--- src/rtl/core/dttf_pkg.sv ---
package dttf_pkg;

  // Fixed-point format of the magnitude and of the result.
  localparam int FRAC_BITS = 16;
  localparam int INT_BITS  = 23;
  localparam int MAG_W     = INT_BITS + FRAC_BITS;
  localparam int VALUE_W   = 40;
  localparam int CHAR_W    = 8;
  localparam int DIGIT_W   = 4;
  localparam int PLACE_W   = FRAC_BITS + 1;

  // Queue between the classifier and the arithmetic stage.
  localparam int QUEUE_DEPTH = 4;
  localparam int QUEUE_AW    = $clog2(QUEUE_DEPTH);

  typedef logic [MAG_W-1:0]   mag_t;
  typedef logic [PLACE_W-1:0] place_t;
  typedef logic [DIGIT_W-1:0] digit_t;

  localparam mag_t MAG_MAX = {MAG_W{1'b1}};
  localparam logic [63:0] MAG_MAX64 = (64'd1 << MAG_W) - 64'd1;

  // Place value of the first fraction digit: one tenth, truncated.
  localparam place_t PLACE_FIRST = PLACE_W'((64'd1 << FRAC_BITS) / 64'd10);

  // Division of a place value by ten as a multiply by a rounded-up reciprocal.
  // With four guard bits the quotient is exact over the whole place range.
  localparam int DIV10_SHIFT = PLACE_W + 4;
  localparam int DIV10_W     = PLACE_W + 1;
  localparam int DIV10_PROD_W = DIV10_SHIFT + PLACE_W;
  localparam logic [DIV10_W-1:0] DIV10_MUL =
    DIV10_W'(((64'd1 << DIV10_SHIFT) + 64'd9) / 64'd10);

  // ASCII codes that the classifier knows.
  localparam logic [CHAR_W-1:0] CH_ZERO  = 8'h30;
  localparam logic [CHAR_W-1:0] CH_NINE  = 8'h39;
  localparam logic [CHAR_W-1:0] CH_POINT = 8'h2E;
  localparam logic [CHAR_W-1:0] CH_MINUS = 8'h2D;
  localparam logic [CHAR_W-1:0] CH_PLUS  = 8'h2B;

  // Work that one queued item asks of the arithmetic stage.
  typedef enum logic [1:0] {
    OP_NONE,
    OP_INT,
    OP_FRAC
  } op_t;

  typedef struct packed {
    op_t    op;
    digit_t digit;
    logic   last;
    logic   bad;
    logic   neg;
  } entry_t;

  // Largest magnitude that may still take an integer digit d without
  // passing the saturation limit.
  function automatic mag_t int_limit(input int unsigned d);
    logic [63:0] lim;
    lim = (MAG_MAX64 - (64'(d) << FRAC_BITS)) / 64'd10;
    return mag_t'(lim);
  endfunction

  localparam mag_t INT_LIMIT [10] = '{
    int_limit(0), int_limit(1), int_limit(2), int_limit(3), int_limit(4),
    int_limit(5), int_limit(6), int_limit(7), int_limit(8), int_limit(9)
  };

endpackage

--- src/rtl/core/dttf_front.sv ---
module dttf_front import dttf_pkg::*; (
  input  logic              clk,
  input  logic              rst_n,
  input  logic              take,
  input  logic [CHAR_W-1:0] char_code,
  input  logic              last_char,
  output logic              push_valid,
  output entry_t            push_data
);

  logic at_first_r, at_first_nxt;
  logic in_frac_r, in_frac_nxt;
  logic neg_r, neg_nxt;
  logic err_r, err_nxt;
  logic sign_r, sign_nxt;
  logic digits_r, digits_nxt;
  logic is_digit;
  logic is_sign;
  op_t  op;

  assign is_digit = (char_code >= CH_ZERO) && (char_code <= CH_NINE);
  assign is_sign  = (char_code == CH_PLUS) || (char_code == CH_MINUS);

  // Classify the character against the format state of the current number.
  always_comb begin
    at_first_nxt = 1'b0;
    in_frac_nxt  = in_frac_r;
    neg_nxt      = neg_r;
    err_nxt      = err_r;
    sign_nxt     = sign_r;
    digits_nxt   = digits_r;
    op           = OP_NONE;
    if (!err_r) begin
      if (at_first_r && is_sign) begin
        sign_nxt = 1'b1;
        neg_nxt  = (char_code == CH_MINUS);
      end else if (is_digit) begin
        digits_nxt = 1'b1;
        op         = in_frac_r ? OP_FRAC : OP_INT;
      end else if (char_code == CH_POINT) begin
        if (in_frac_r) begin
          err_nxt = 1'b1;
        end else begin
          in_frac_nxt = 1'b1;
        end
      end else begin
        err_nxt = 1'b1;
      end
    end
  end

  // Only items that change the value or close a number go to the queue.
  always_comb begin
    push_valid      = take && ((op != OP_NONE) || last_char);
    push_data.op    = op;
    push_data.digit = DIGIT_W'(char_code - CH_ZERO);
    push_data.last  = last_char;
    push_data.bad   = err_nxt || (sign_nxt && !digits_nxt);
    push_data.neg   = neg_nxt;
  end

  // Format state; the last character returns it to the start of a number.
  always_ff @(posedge clk) begin
    if (!rst_n) begin
      at_first_r <= 1'b1;
      in_frac_r  <= 1'b0;
      neg_r      <= 1'b0;
      err_r      <= 1'b0;
      sign_r     <= 1'b0;
      digits_r   <= 1'b0;
    end else if (take) begin
      if (last_char) begin
        at_first_r <= 1'b1;
        in_frac_r  <= 1'b0;
        neg_r      <= 1'b0;
        err_r      <= 1'b0;
        sign_r     <= 1'b0;
        digits_r   <= 1'b0;
      end else begin
        at_first_r <= at_first_nxt;
        in_frac_r  <= in_frac_nxt;
        neg_r      <= neg_nxt;
        err_r      <= err_nxt;
        sign_r     <= sign_nxt;
        digits_r   <= digits_nxt;
      end
    end
  end

endmodule

--- src/rtl/core/dttf_queue.sv ---
module dttf_queue import dttf_pkg::*; (
  input  logic   clk,
  input  logic   rst_n,
  input  logic   push,
  input  entry_t push_data,
  input  logic   pop,
  output entry_t head,
  output logic   empty,
  output logic   full
);

  entry_t               slots_r [QUEUE_DEPTH];
  logic [QUEUE_AW-1:0]  wr_ptr_r;
  logic [QUEUE_AW-1:0]  rd_ptr_r;
  logic [QUEUE_AW:0]    count_r;
  logic                 do_push;
  logic                 do_pop;

  assign empty   = (count_r == '0);
  assign full    = (count_r == (QUEUE_AW+1)'(QUEUE_DEPTH));
  assign head    = slots_r[rd_ptr_r];
  assign do_push = push && !full;
  assign do_pop  = pop && !empty;

  // Item storage.
  always_ff @(posedge clk) begin
    if (do_push) begin
      slots_r[wr_ptr_r] <= push_data;
    end
  end

  // Pointers and fill count.
  always_ff @(posedge clk) begin
    if (!rst_n) begin
      wr_ptr_r <= '0;
      rd_ptr_r <= '0;
      count_r  <= '0;
    end else begin
      if (do_push) begin
        wr_ptr_r <= wr_ptr_r + 1'b1;
      end
      if (do_pop) begin
        rd_ptr_r <= rd_ptr_r + 1'b1;
      end
      if (do_push && !do_pop) begin
        count_r <= count_r + 1'b1;
      end else if (do_pop && !do_push) begin
        count_r <= count_r - 1'b1;
      end
    end
  end

endmodule

--- src/rtl/core/dttf_back.sv ---
module dttf_back import dttf_pkg::*; (
  input  logic               clk,
  input  logic               rst_n,
  input  entry_t             head,
  input  logic               empty,
  output logic               pop,
  output logic               out_valid,
  input  logic               out_stall,
  output logic [VALUE_W-1:0] out_value,
  output logic               out_bad_format,
  output logic               out_overflowed
);

  mag_t                      acc_r, acc_nxt;
  place_t                    place_r, place_nxt;
  logic                      sat_r, sat_nxt;
  logic                      out_valid_r;
  logic [VALUE_W-1:0]        value_r, value_nxt;
  logic                      bad_r;
  logic                      ovf_r;
  logic                      out_free;
  logic [MAG_W+2:0]          int_sum;
  logic [PLACE_W+DIGIT_W-1:0] frac_term;
  logic [MAG_W:0]            frac_sum;
  logic [DIV10_PROD_W-1:0]   div_prod;

  // A closing item needs the output register; others always go.
  assign out_free = !out_valid_r || !out_stall;
  assign pop      = !empty && (!head.last || out_free);

  // Integer digit: times ten plus the digit, both by shift and add.
  assign int_sum = ((MAG_W+3)'(acc_r) << 3) + ((MAG_W+3)'(acc_r) << 1)
                 + ((MAG_W+3)'(head.digit) << FRAC_BITS);

  // Fraction digit: digit times the current place value.
  assign frac_term = (PLACE_W+DIGIT_W)'(head.digit) * (PLACE_W+DIGIT_W)'(place_r);
  assign frac_sum  = (MAG_W+1)'(acc_r) + (MAG_W+1)'(frac_term);

  // Place value of the following fraction digit.
  assign div_prod = DIV10_PROD_W'(place_r) * DIV10_PROD_W'(DIV10_MUL);

  // Next magnitude with saturation.
  always_comb begin
    acc_nxt   = acc_r;
    place_nxt = place_r;
    sat_nxt   = sat_r;
    case (head.op)
      OP_INT: begin
        if (acc_r > INT_LIMIT[head.digit]) begin
          acc_nxt = MAG_MAX;
          sat_nxt = 1'b1;
        end else begin
          acc_nxt = int_sum[MAG_W-1:0];
        end
      end
      OP_FRAC: begin
        place_nxt = div_prod[DIV10_SHIFT +: PLACE_W];
        if (frac_sum[MAG_W]) begin
          acc_nxt = MAG_MAX;
          sat_nxt = 1'b1;
        end else begin
          acc_nxt = frac_sum[MAG_W-1:0];
        end
      end
      default: begin
        acc_nxt = acc_r;
      end
    endcase
  end

  // Signed result of a closing item.
  always_comb begin
    if (head.bad) begin
      value_nxt = '0;
    end else if (head.neg) begin
      value_nxt = VALUE_W'(0) - VALUE_W'(acc_nxt);
    end else begin
      value_nxt = VALUE_W'(acc_nxt);
    end
  end

  // Running magnitude, cleared after each number.
  always_ff @(posedge clk) begin
    if (!rst_n) begin
      acc_r   <= '0;
      place_r <= PLACE_FIRST;
      sat_r   <= 1'b0;
    end else if (pop) begin
      if (head.last) begin
        acc_r   <= '0;
        place_r <= PLACE_FIRST;
        sat_r   <= 1'b0;
      end else begin
        acc_r   <= acc_nxt;
        place_r <= place_nxt;
        sat_r   <= sat_nxt;
      end
    end
  end

  // Output register.
  always_ff @(posedge clk) begin
    if (!rst_n) begin
      out_valid_r <= 1'b0;
    end else if (pop && head.last) begin
      out_valid_r <= 1'b1;
    end else if (!out_stall) begin
      out_valid_r <= 1'b0;
    end
  end

  always_ff @(posedge clk) begin
    if (pop && head.last) begin
      value_r <= value_nxt;
      bad_r   <= head.bad;
      ovf_r   <= sat_nxt;
    end
  end

  assign out_valid      = out_valid_r;
  assign out_value      = value_r;
  assign out_bad_format = bad_r;
  assign out_overflowed = ovf_r;

endmodule

--- src/rtl/core/decimal_text_to_fixed_point_core.sv ---
// Decimal text to signed Q23.16 fixed point. Characters of a number come in
// one item per cycle while in_stall is low: an optional leading sign, then
// digits with at most one point; last_char marks the final character, and
// that item yields one result with the value, a format error flag and a
// saturation flag. Other items give no result. Throughput is one character
// per cycle while the queue has room; the front classifier takes a character
// in the cycle it is offered whenever its four-entry queue has room. Only
// digits and last characters are queued. The arithmetic stage retires one
// queued item per cycle; only a closing item that waits on a stalled result
// register holds the queue, and the queue is then full after three more
// queued items. A last character passes through the queue and then the
// result register before out_valid rises.
module decimal_text_to_fixed_point_core import dttf_pkg::*; (
  input  logic               clk,
  input  logic               rst_n,
  input  logic               in_valid,
  output logic               in_stall,
  input  logic [CHAR_W-1:0]  in_char_code,
  input  logic               in_last_char,
  output logic               out_valid,
  input  logic               out_stall,
  output logic [VALUE_W-1:0] out_value,
  output logic               out_bad_format,
  output logic               out_overflowed
);

  logic   take;
  logic   push_valid;
  entry_t push_data;
  entry_t head;
  logic   empty;
  logic   full;
  logic   pop;

  assign in_stall = full;
  assign take     = in_valid && !full;

  // Classifier.
  dttf_front u_front (
    .clk        (clk),
    .rst_n      (rst_n),
    .take       (take),
    .char_code  (in_char_code),
    .last_char  (in_last_char),
    .push_valid (push_valid),
    .push_data  (push_data)
  );

  // Queue between classifier and arithmetic.
  dttf_queue u_queue (
    .clk       (clk),
    .rst_n     (rst_n),
    .push      (push_valid),
    .push_data (push_data),
    .pop       (pop),
    .head      (head),
    .empty     (empty),
    .full      (full)
  );

  // Arithmetic and result register.
  dttf_back u_back (
    .clk            (clk),
    .rst_n          (rst_n),
    .head           (head),
    .empty          (empty),
    .pop            (pop),
    .out_valid      (out_valid),
    .out_stall      (out_stall),
    .out_value      (out_value),
    .out_bad_format (out_bad_format),
    .out_overflowed (out_overflowed)
  );

endmodule
--- config.mk ---
export PLATFORM = sky130hd
export DESIGN_NAME = decimal_text_to_fixed_point_core
export DESIGN_NICKNAME = d
export VERILOG_FILES = /design/src/rtl/core/dttf_pkg.sv /design/src/rtl/core/dttf_front.sv /design/src/rtl/core/dttf_queue.sv /design/src/rtl/core/dttf_back.sv /design/src/rtl/core/decimal_text_to_fixed_point_core.sv
export SDC_FILE = /design/constraint.sdc
export NUM_CORES = 1
export LEC_CHECK = 0
export BUFFER_PORTS_ARGS = -buffer_cell sky130_fd_sc_hd__buf_2
export CAP_MARGIN = 20
export CORE_MARGIN = 2
export CORE_UTILIZATION = 59
export DETAILED_ROUTE_END_ITERATION = 12
export GPL_ROUTABILITY_DRIVEN = 0
export PLACE_DENSITY = 0.78
export RECOVER_POWER = 100
export SLEW_MARGIN = 20
export SYNTH_ARGS = -nofsm -noshare
export SYNTH_HDL_FRONTEND = slang
export SYNTH_SLANG_ARGS = --single-unit
--- constraint.sdc ---
create_clock -name clk -period 7.1 [get_ports clk]
set_input_delay 1.065 -clock clk [delete_from_list [all_inputs] [get_ports clk]]
set_output_delay 1.065 -clock clk [all_outputs]
set_load 0.05 [all_outputs]
; After elaboration in Yosys (flattened, before gate mapping)
; Memories as Yosys holds them, arrays and structs flattened. A register that Yosys moved wholly into a read port is not among the register bits.
; Index checks and enable logic that the tools add are counted.
[word_totals]
out_inout_bits = 44
mem_bits_ro = 624
ram_bits = 36
elab_cells = 125
in_bits = 13
mem_count = 2
ff_bits = 113
[memory_table]
columns = memory, words, width, read_ports, rd_ports_with_merged_regs, write_ports, line
row1 = (no name shown), 16, 39, 1, 0, 0, dttf_back.sv:49  ; if (acc_r > INT_LIMIT[head.digit]) begin
row2 = u_queue.slots_r, 4, 9, 1, 1, 1, dttf_queue.sv:12  ; entry_t slots_r [QUEUE_DEPTH];
[op_classes]
n_addsub = 9
reduce_logical = 32
mux = 47
n_lt_le_gt_ge = 4
eq_ne = 10
mul = 2
n_bitwise = 2
[op_table]
columns = cell, count
row1 = 39-bit 2-to-1 mux, 6
row2 = 39-bit one-hot mux with 2 select lines, 1
row3 = 39-bit by 21-bit adder with 40-bit output, 1
row4 = 1-bit by 39-bit subtractor with 40-bit output (first input constant), 1
row5 = 39-bit by 20-bit adder with 39-bit output, 1
row6 = 39-bit adder, 1
row7 = 39-bit > comparator, 1
row8 = 17-bit 2-to-1 mux, 2
row9 = 17-bit by 16-bit multiplier with 33-bit output (second input constant), 1
row10 = 1-bit 2-to-1 mux, 29
row11 = 8-bit by 6-bit == test with 1-bit output (second input constant), 3
row12 = 4-bit by 17-bit multiplier with 21-bit output, 1
row13 = 2-bit 2-to-1 mux, 6
row14 = 1-bit logical AND, 11
row15 = 8-bit by 6-bit >= comparator with 1-bit output (second input constant), 1
row16 = 8-bit by 6-bit less-or-equal comparator with 1-bit output (second input constant), 1
row17 = 1-bit zero test, 8
row18 = 2-bit nonzero test, 4
row19 = 3-bit 2-to-1 mux, 2
row20 = 2-bit != test (second input constant), 3
row21 = 5-bit >= comparator (second input constant), 1
row22 = 1-bit logical OR, 5
row23 = 4-bit inverter with 5-bit output, 1
row24 = 5-bit AND reduction, 1
row25 = 13 further kinds, 14

; Longest topological paths before layout
; Gate-level depths: netlist of the first run.
[depth]
depth_word = 13
ltp_mapped = 28
mapped_depth_nobuf = 24

; Modules after synthesis
; From an unflattened synthesis of the first run, not the netlist that was laid out.
[unflattened]
hier_cells = 2024
hier_area_um2 = 17944.7
[modules_own_cells]
columns = mod, instances, seq_area_each_um2, cells_per_inst, area_each_um2
row1 = dttf_back, 1, 2362.3, 1871, 15712.6
row2 = dttf_queue, 1, 1261.2, 95, 1781.7
row3 = dttf_front, 1, 120.1, 57, 436.7
row4 = decimal_text_to_fixed_point_core, 1, 0.0, 1, 13.8

; Worst setup path before layout of the first run
; OpenSTA, ideal clock, no wires.
[synth_timing]
path_kind = register to register
start = register (tool-made name)
end = register u_back.value_r[37] (netlist: u_back.out_value[37]) (data pin)
period_less_slack_ps = 7443
path_buffers = 3
t_arrival_ps = 7181
stages_incl_launch_ff = 24
path_slack_ps = -343
path_cell_list = dfxtp_1 -> clkbuf_1 -> mux4_2 -> clkbuf_1 -> and2_1 -> fa_1 -> fa_1 -> inv_1 -> fa_1 -> inv_1 -> ha_1 -> clkbuf_2 -> a21oi_1 -> o21ai_2 -> a41oi_4 -> o32a_4 -> nand3_2 -> o32a_4 -> a2111o_1 -> or4b_4 -> nor4b_4 -> nand3_2 -> o21ai_2 -> mux2_1
[synth_rtl]
columns = item, line
row1 = "end signal, assigned", dttf_back.sv:114  ; value_r <= value_nxt;
row2 = "end, declared", dttf_back.sv:18  ; logic [VALUE_W-1:0] value_r, value_nxt;

==> results of run 1 <==
==> critical path, delay by kind of cell (launching register included) <==
family | cells | cell delay (ns)
adders and majority gates | 4 | 2.04
AOI/OAI and AO/OA | 7 | 1.83
DFF | 1 | 0.44
muxes | 2 | 0.92
and+or+nand+nor | 5 | 1.31
buffers and inverters | 2 | 0.10
==> per-stage QoR <==
stage          setup slack, ns  hold WS (ns)  TNS [ns]  utilization  cells
5_1_grt                -0.0399         0.486   -0.0914        0.659   2474
6_report                 0.190         0.462         0        0.659   2474
4_1_cts                0.00374         0.467         0        0.654   2468
2_1_floorplan           0.0162         0.426         0            -   1992
3_5_place_dp           -0.0485         0.452   -0.0725        0.633   2433
3_3_place_gp             0.184         0.434         0        0.633   2433
==> repair_timing <==
| action | in CTS | in global routing |
|---|---|---|
| hold endpoints to repair | 0 | 0 |
| pin swaps | 0 | 6 |
| cloned | 1 | 2 |
| buffers inserted | 2 | 3 |
| setup endpoints to repair | 4 | 23 |
| gates resized for setup | 3 | 37 |
==> placed cells by master, fill, tap and decap left out, types with 35 or more instances in the layout <==
cell type,Yosys,layout
xnor2_1,46,46
nor2b_1,41,40
nor2_1,137,135
a21oi_1,119,118
fa_1,112,112
xor2_1,35,35
o21ai_0,72,69
ha_1,251,246
and2_1,76,67
dfxtp_1,70,69
edfxtp_1,78,78
a22oi_1,40,40
clkbuf_1,59,54
buf_4,1,68
inv_1,234,234
nand2_1,115,115
==> metal layers <==
| layer | track usage | wire (um) | part of all wire | vias up |
|---|---|---|---|---|
| met5 | 0 | 0 | 0 | - |
| met4 | 0.155 | 2680 | 0.052 | 0 |
| met3 | 0.0601 | 5400 | 0.10 | 225 |
| met2 | 0.527 | 23400 | 0.45 | 983 |
| met1 | 0.428 | 20300 | 0.39 | 7620 |
| li1 | - | - | - | 7311 |
==> area by class of cell <==
type | count | area [sq um] | area share
Multi-Input combinational cell | 1539 | 13100 | 0.671
Timing Repair Buffer | 128 | 746 | 0.0381
Antenna cell | 1 | 2.50 | 0.000128
Inverter | 236 | 886 | 0.0453
Tap cell | 390 | 488 | 0.0249
Clock buffer | 20 | 458 | 0.0234
Sequential cell | 148 | 3750 | 0.191
Clock inverter | 12 | 116 | 0.00595
==> logic make-up (layout without fill, tap and decap cells) <==
logic type,after synthesis,after routing,synth area share
xor+xnor,81,81,0.0397
simple gates,586,586,0.174
mux,21,24,0.0179
other cells,0,1,0
compound gates,485,485,0.188
flops,148,148,0.209
buf+inv,308,396,0.0706
fa+ha+maj,363,363,0.301
==> worst paths after layout <==
path / start / endpoint / slack, ns / cells after the start
setup reg to reg: register / u_back.out_value[37] / 0.19 / 20
setup / recovery: register / u_back.out_value[37] / 0.19 / 20
hold / removal: u_front.sign_r / u_front.sign_r / 0.46 / 2
hold reg to reg: u_front.sign_r / u_front.sign_r / 0.46 / 2
==> sequential cells by signal (all words and copies together) (netlist names), 2 cells and up, named ones only <==
name / cells
u_queue.slots_r: 36
u_queue.wr_ptr_r: 2
u_back.out_value: 40
u_back.place_r: 14
u_back.acc_r: 39
u_queue.count_r: 3
u_queue.rd_ptr_r: 2
==> impl_metrics.json, run 1 <==
{
  "ant_nets": 0,
  "avgSynthCellArea_sq_um": 8.98,
  "fin_area_sq_um": 19600,
  "route.vias.total": 16100,
  "setup_violations": 0,
  "slew_violations": 110,
  "grt_pass1_wl_mm": 81.3,
  "antenna_found_initial": 1,
  "yosysSeqAreaShare": 0.209,
  "max_slew.worst_pin.slew_ns": 2.91,
  "die-width_um": 178,
  "nNetsFinal": 2446,
  "crit_top_cell": "fa_1",
  "synth_edf_count": 78,
  "clock-skew-final_ns": 0.0185,
  "dieArea_sq_um": 31700,
  "port_buffers": 56,
  "ys_types": 102,
  "netlist_area_sq_um": 17900,
  "synth-seq-cells": 148,
  "drive_gt1_frac": 0.0955,
  "required_ns": 7.28,
  "drt-total-wl_mm": 51.8,
  "rows": 63,
  "drtIter0Drc": 2257,
  "critPathSlowestCell": "or4b_4",
  "syn_to_final_growth_pct": 9.39,
  "critical_path_class": "reg2reg",
  "critPathMaxStageDelay_ns": 0.61,
  "die_height_um": 178,
  "period_needed_ns": 6.91,
  "io_pins": 57,
  "firstDrtPassIters": 8,
  "rsz0062_at_grt": "true",
  "grt_use_total": 0.328,
  "dpl.hpwl_mm": 38.5,
  "yosysTopAreaCell": "ha_1",
  "max_freq_mhz": 145,
  "min_path_type": "reg2reg",
  "synth_top_area_share": 0.176,
  "root_buffer": "clkbuf_16",
  "core_area_sq_um": 29700,
  "endpoint_kind": "register",
  "cts_buffer_depth": 2,
  "violations": "max-capacitance violations, max-slew violations",
  "fillCellCount": 2416,
  "crit_path_cell_trace": "mux4_2, and2_1, fa_1, fa_1, inv_1, fa_1, inv_1, ha_1, o21a_1, nor2_1, o31a_1, a21oi_1, o211ai_1, a221o_2, a2111o_1, or4b_4, nor4b_4, nand3_2, o21ai_2, mux2_1",
  "hold_viol_final": 0,
  "worstPathArrival_ns": 7.09,
  "status": "finished with violations",
  "start_kind": "register",
  "cts_buffers": 17,
  "synth_area_leaders": "ha_1 (18%), edfxtp_1 (13%), fa_1 (13%)",
  "slew_headroom": -0.940,
  "fin_crit_sh": 0.973,
  "synth_common_cells": "ha_1 (251), inv_1 (234), nor2_1 (137)",
  "yosysWarnings": 0,
  "grt_overflow": 0,
  "critPathMaxFanout": 8,
  "numClockSinks": 148,
  "synthArstFlopShare": 0,
  "htreeDepth": 4,
  "placed_cell_area_sq_um": 18800,
  "syn_nets": 2368,
  "cts_hold_buf": 0,
  "tritoncts": "done",
  "wl_per_cell_um": 20.9,
  "grt_pass1_vias": 15600,
  "grt_max_degree": 66,
  "yosysMostFrequentCell": "ha_1",
  "clock_latency_ns": 0.44,
  "synth-main-ff-cell": "edfxtp_1",
  "start_util": 0.602,
  "drcViolationCount": 0,
  "vias_per_cell": 6.52,
  "drv_cap": 2,
  "netlist_instances": 1992,
  "clkTransAtPathRegs_ns": 0.07
}
Power of run 1 is not shown: default switching activity piles up to over one toggle a cycle in this logic, so the estimate is an artifact.
==> run 2, diff against run 1 <==
--- a/config.mk
+++ b/config.mk
@@ -5,12 +5,12 @@
 export SDC_FILE = /design/constraint.sdc
 export NUM_CORES = 1
 export LEC_CHECK = 0
+export ABC_AREA = 1
 export BUFFER_PORTS_ARGS = -buffer_cell sky130_fd_sc_hd__buf_2
 export CAP_MARGIN = 20
 export CORE_MARGIN = 2
 export CORE_UTILIZATION = 59
 export DETAILED_ROUTE_END_ITERATION = 12
-export GPL_ROUTABILITY_DRIVEN = 0
 export PLACE_DENSITY = 0.78
 export RECOVER_POWER = 100
 export SLEW_MARGIN = 20
==> impl_metrics.json, run 2 <==
{
  "netlist_instances": 2856,
  "syn_to_final_growth_pct": 5.65,
  "synth_edf_count": 78,
  "start_util": 0.599,
  "tns_ns": 0,
  "grt_max_degree": 51,
  "min_from": "u_front.sign_r",
  "hold_viol_final": 0,
  "rows": 66,
  "ant_nets": 0,
  "min_path_type": "reg2reg",
  "period_needed_ns": 6.57,
  "numClockSinks": 148,
  "drive_gt1_frac": 0.0434,
  "slew_violations": 84,
  "status": "finished with violations",
  "root_buffer": "clkbuf_16",
  "die_height_um": 185,
  "yosysWarnings": 0,
  "clkTransAtPathRegs_ns": 0.07,
  "grt_use_total": 0.390,
  "drt-total-wl_mm": 65.0,
  "met2_usage": 0.642,
  "dpl.hpwl_mm": 52.9,
  "critical_path_class": "reg2reg",
  "final_common_cell": "nand2_1",
  "synth_area_leaders": "ha_1 (16%), nand2_1 (15%), edfxtp_1 (12%)",
  "yosysTopAreaCell": "ha_1",
  "clock-skew-final_ns": 0.0125,
  "cts_buffers": 17,
  "critPathSlowestCell": "fa_1",
  "met1_usage": 0.454,
  "synth_top_area_share": 0.162,
  "core_area_sq_um": 32500,
  "slew_headroom": -0.713,
  "grt_overflow": 0,
  "yosysSeqAreaShare": 0.193,
  "start_kind": "register",
  "max_slew.worst_pin.slew_ns": 2.57,
  "synthArstFlopShare": 0,
  "grt_pass1_wl_mm": 102,
  "worstPathArrival_ns": 6.76,
  "netlist_area_sq_um": 19400,
  "die-width_um": 185,
  "fin_crit_sh": 0.926,
  "ys_types": 53,
  "whs_ns": 0.462,
  "drtIter0Drc": 1919,
  "dieArea_sq_um": 34400,
  "synth-main-ff-cell": "edfxtp_1",
  "rsz0062_at_grt": "false",
  "firstDrtPassIters": 7,
  "critPathMaxStageDelay_ns": 0.55,
  "violations": "max-capacitance violations, max-slew violations",
  "layout_common_cells": "nand2_1 (808), inv_1 (467), nor2_1 (309)",
  "antenna_found_initial": 2,
  "tritoncts": "done",
  "yosysMostFrequentCell": "nand2_1",
  "crit_top_cell": "nand2_1",
  "place.gp.congestion": 1.09,
  "drv_cap": 2,
  "drcViolationCount": 0,
  "largest_reg_flops": 40,
  "grt_pass1_vias": 19100,
  "endpoint_kind": "register",
  "route.vias.total": 19500,
  "vias_per_cell": 5.84,
  "clock_latency_ns": 0.44,
  "synth_common_cells": "nand2_1 (800), inv_1 (467), nor2_1 (305)",
  "required_ns": 7.29,
  "setup_violations": 0,
  "port_buffers": 56,
  "io_pins": 57,
  "cts_setup_buffers": 0,
  "cts_buffer_depth": 2,
  "critPathMaxFanout": 27,
  "busiest_layer": "met2",
  "nNetsFinal": 3265,
  "htreeDepth": 4,
  "wl_per_cell_um": 19.4,
  "max_freq_mhz": 152,
  "fillCellCount": 3127,
  "avgSynthCellArea_sq_um": 6.80,
  "cts_hold_buf": 0,
  "syn_nets": 3232,
  "use_met3": 0.0787,
  "synth-seq-cells": 148,
  "cts_resized": 0,
  "antenna_cells": 0
}
-- run 2: cell types whose count changed in the layout (fill, tap and decap cells not counted), moves of 59 or more --
cell     change
nor2_1     +174
nand2_1    +693
a21oi_1     +76
buf_4       -59
inv_1      +233
and2_1      -63
nand3_1    +164
-- run 2: final timing paths --
check	to	slack, ns	depth (start not counted)
hold reg to reg	u_front.sign_r	0.46	2
hold / removal	u_front.sign_r	0.46	2
setup reg to reg	u_back.out_value[12]	0.53	31
setup / recovery	u_back.out_value[12]	0.53	31
-- run 2: cell families (layout without fill, tap and decap cells) --
group	count (synthesis)	after routing	synth area share
adder cells (fa/ha/maj)	363	363	0.277
AO/OA/AOI/OAI	344	344	0.0974
buffers and inverters	535	581	0.106
flip-flops	148	148	0.193
AND/OR/NAND/NOR	1450	1450	0.320
XOR/XNOR	16	16	0.00721
-- run 2: layer usage --
metal | share of wire | vias up
met5 | 0.00055 | -
met4 | 0.085 | 4
met3 | 0.082 | 314
met2 | 0.46 | 1008
met1 | 0.37 | 9007
li1 | - | 9200
-- run 2: area by class of cell --
type / count / area (sq um) / share of cell area
tap: 442 / 553 / 0.0269
clock inverter: 15 / 155 / 0.00756
clock buffer: 17 / 425 / 0.0207
timing repair buffer: 66 / 290 / 0.0141
inverter: 483 / 1820 / 0.0885
multi-input combinational: 2173 / 13500 / 0.660
sequential: 148 / 3740 / 0.182
-- run 2: metrics by stage --
stage                     cell area, sq um  utilization  instances  setup slack (ns)
final                                20500        0.633       3344             0.527
after global routing                 20500        0.633       3344            0.0580
after floorplan                      19400            -       2856              1.31
after CTS                            20700        0.637       3344             0.358
after global placement               20100        0.619       3312             0.630
after detailed placement             20100        0.619       3312             0.455
-- run 2: worst max-delay path: cells and delay by family (launching register included) --
| kind | cells | cell delay, ns |
|---|---|---|
| and+or+nand+nor | 23 | 3.44 |
| adders and majority gates | 4 | 1.93 |
| buffers and inverters | 3 | 0.39 |
| DFF | 1 | 0.38 |
| AOI/OAI and AO/OA | 1 | 0.17 |
Power of run 2 is left out for the same reason.
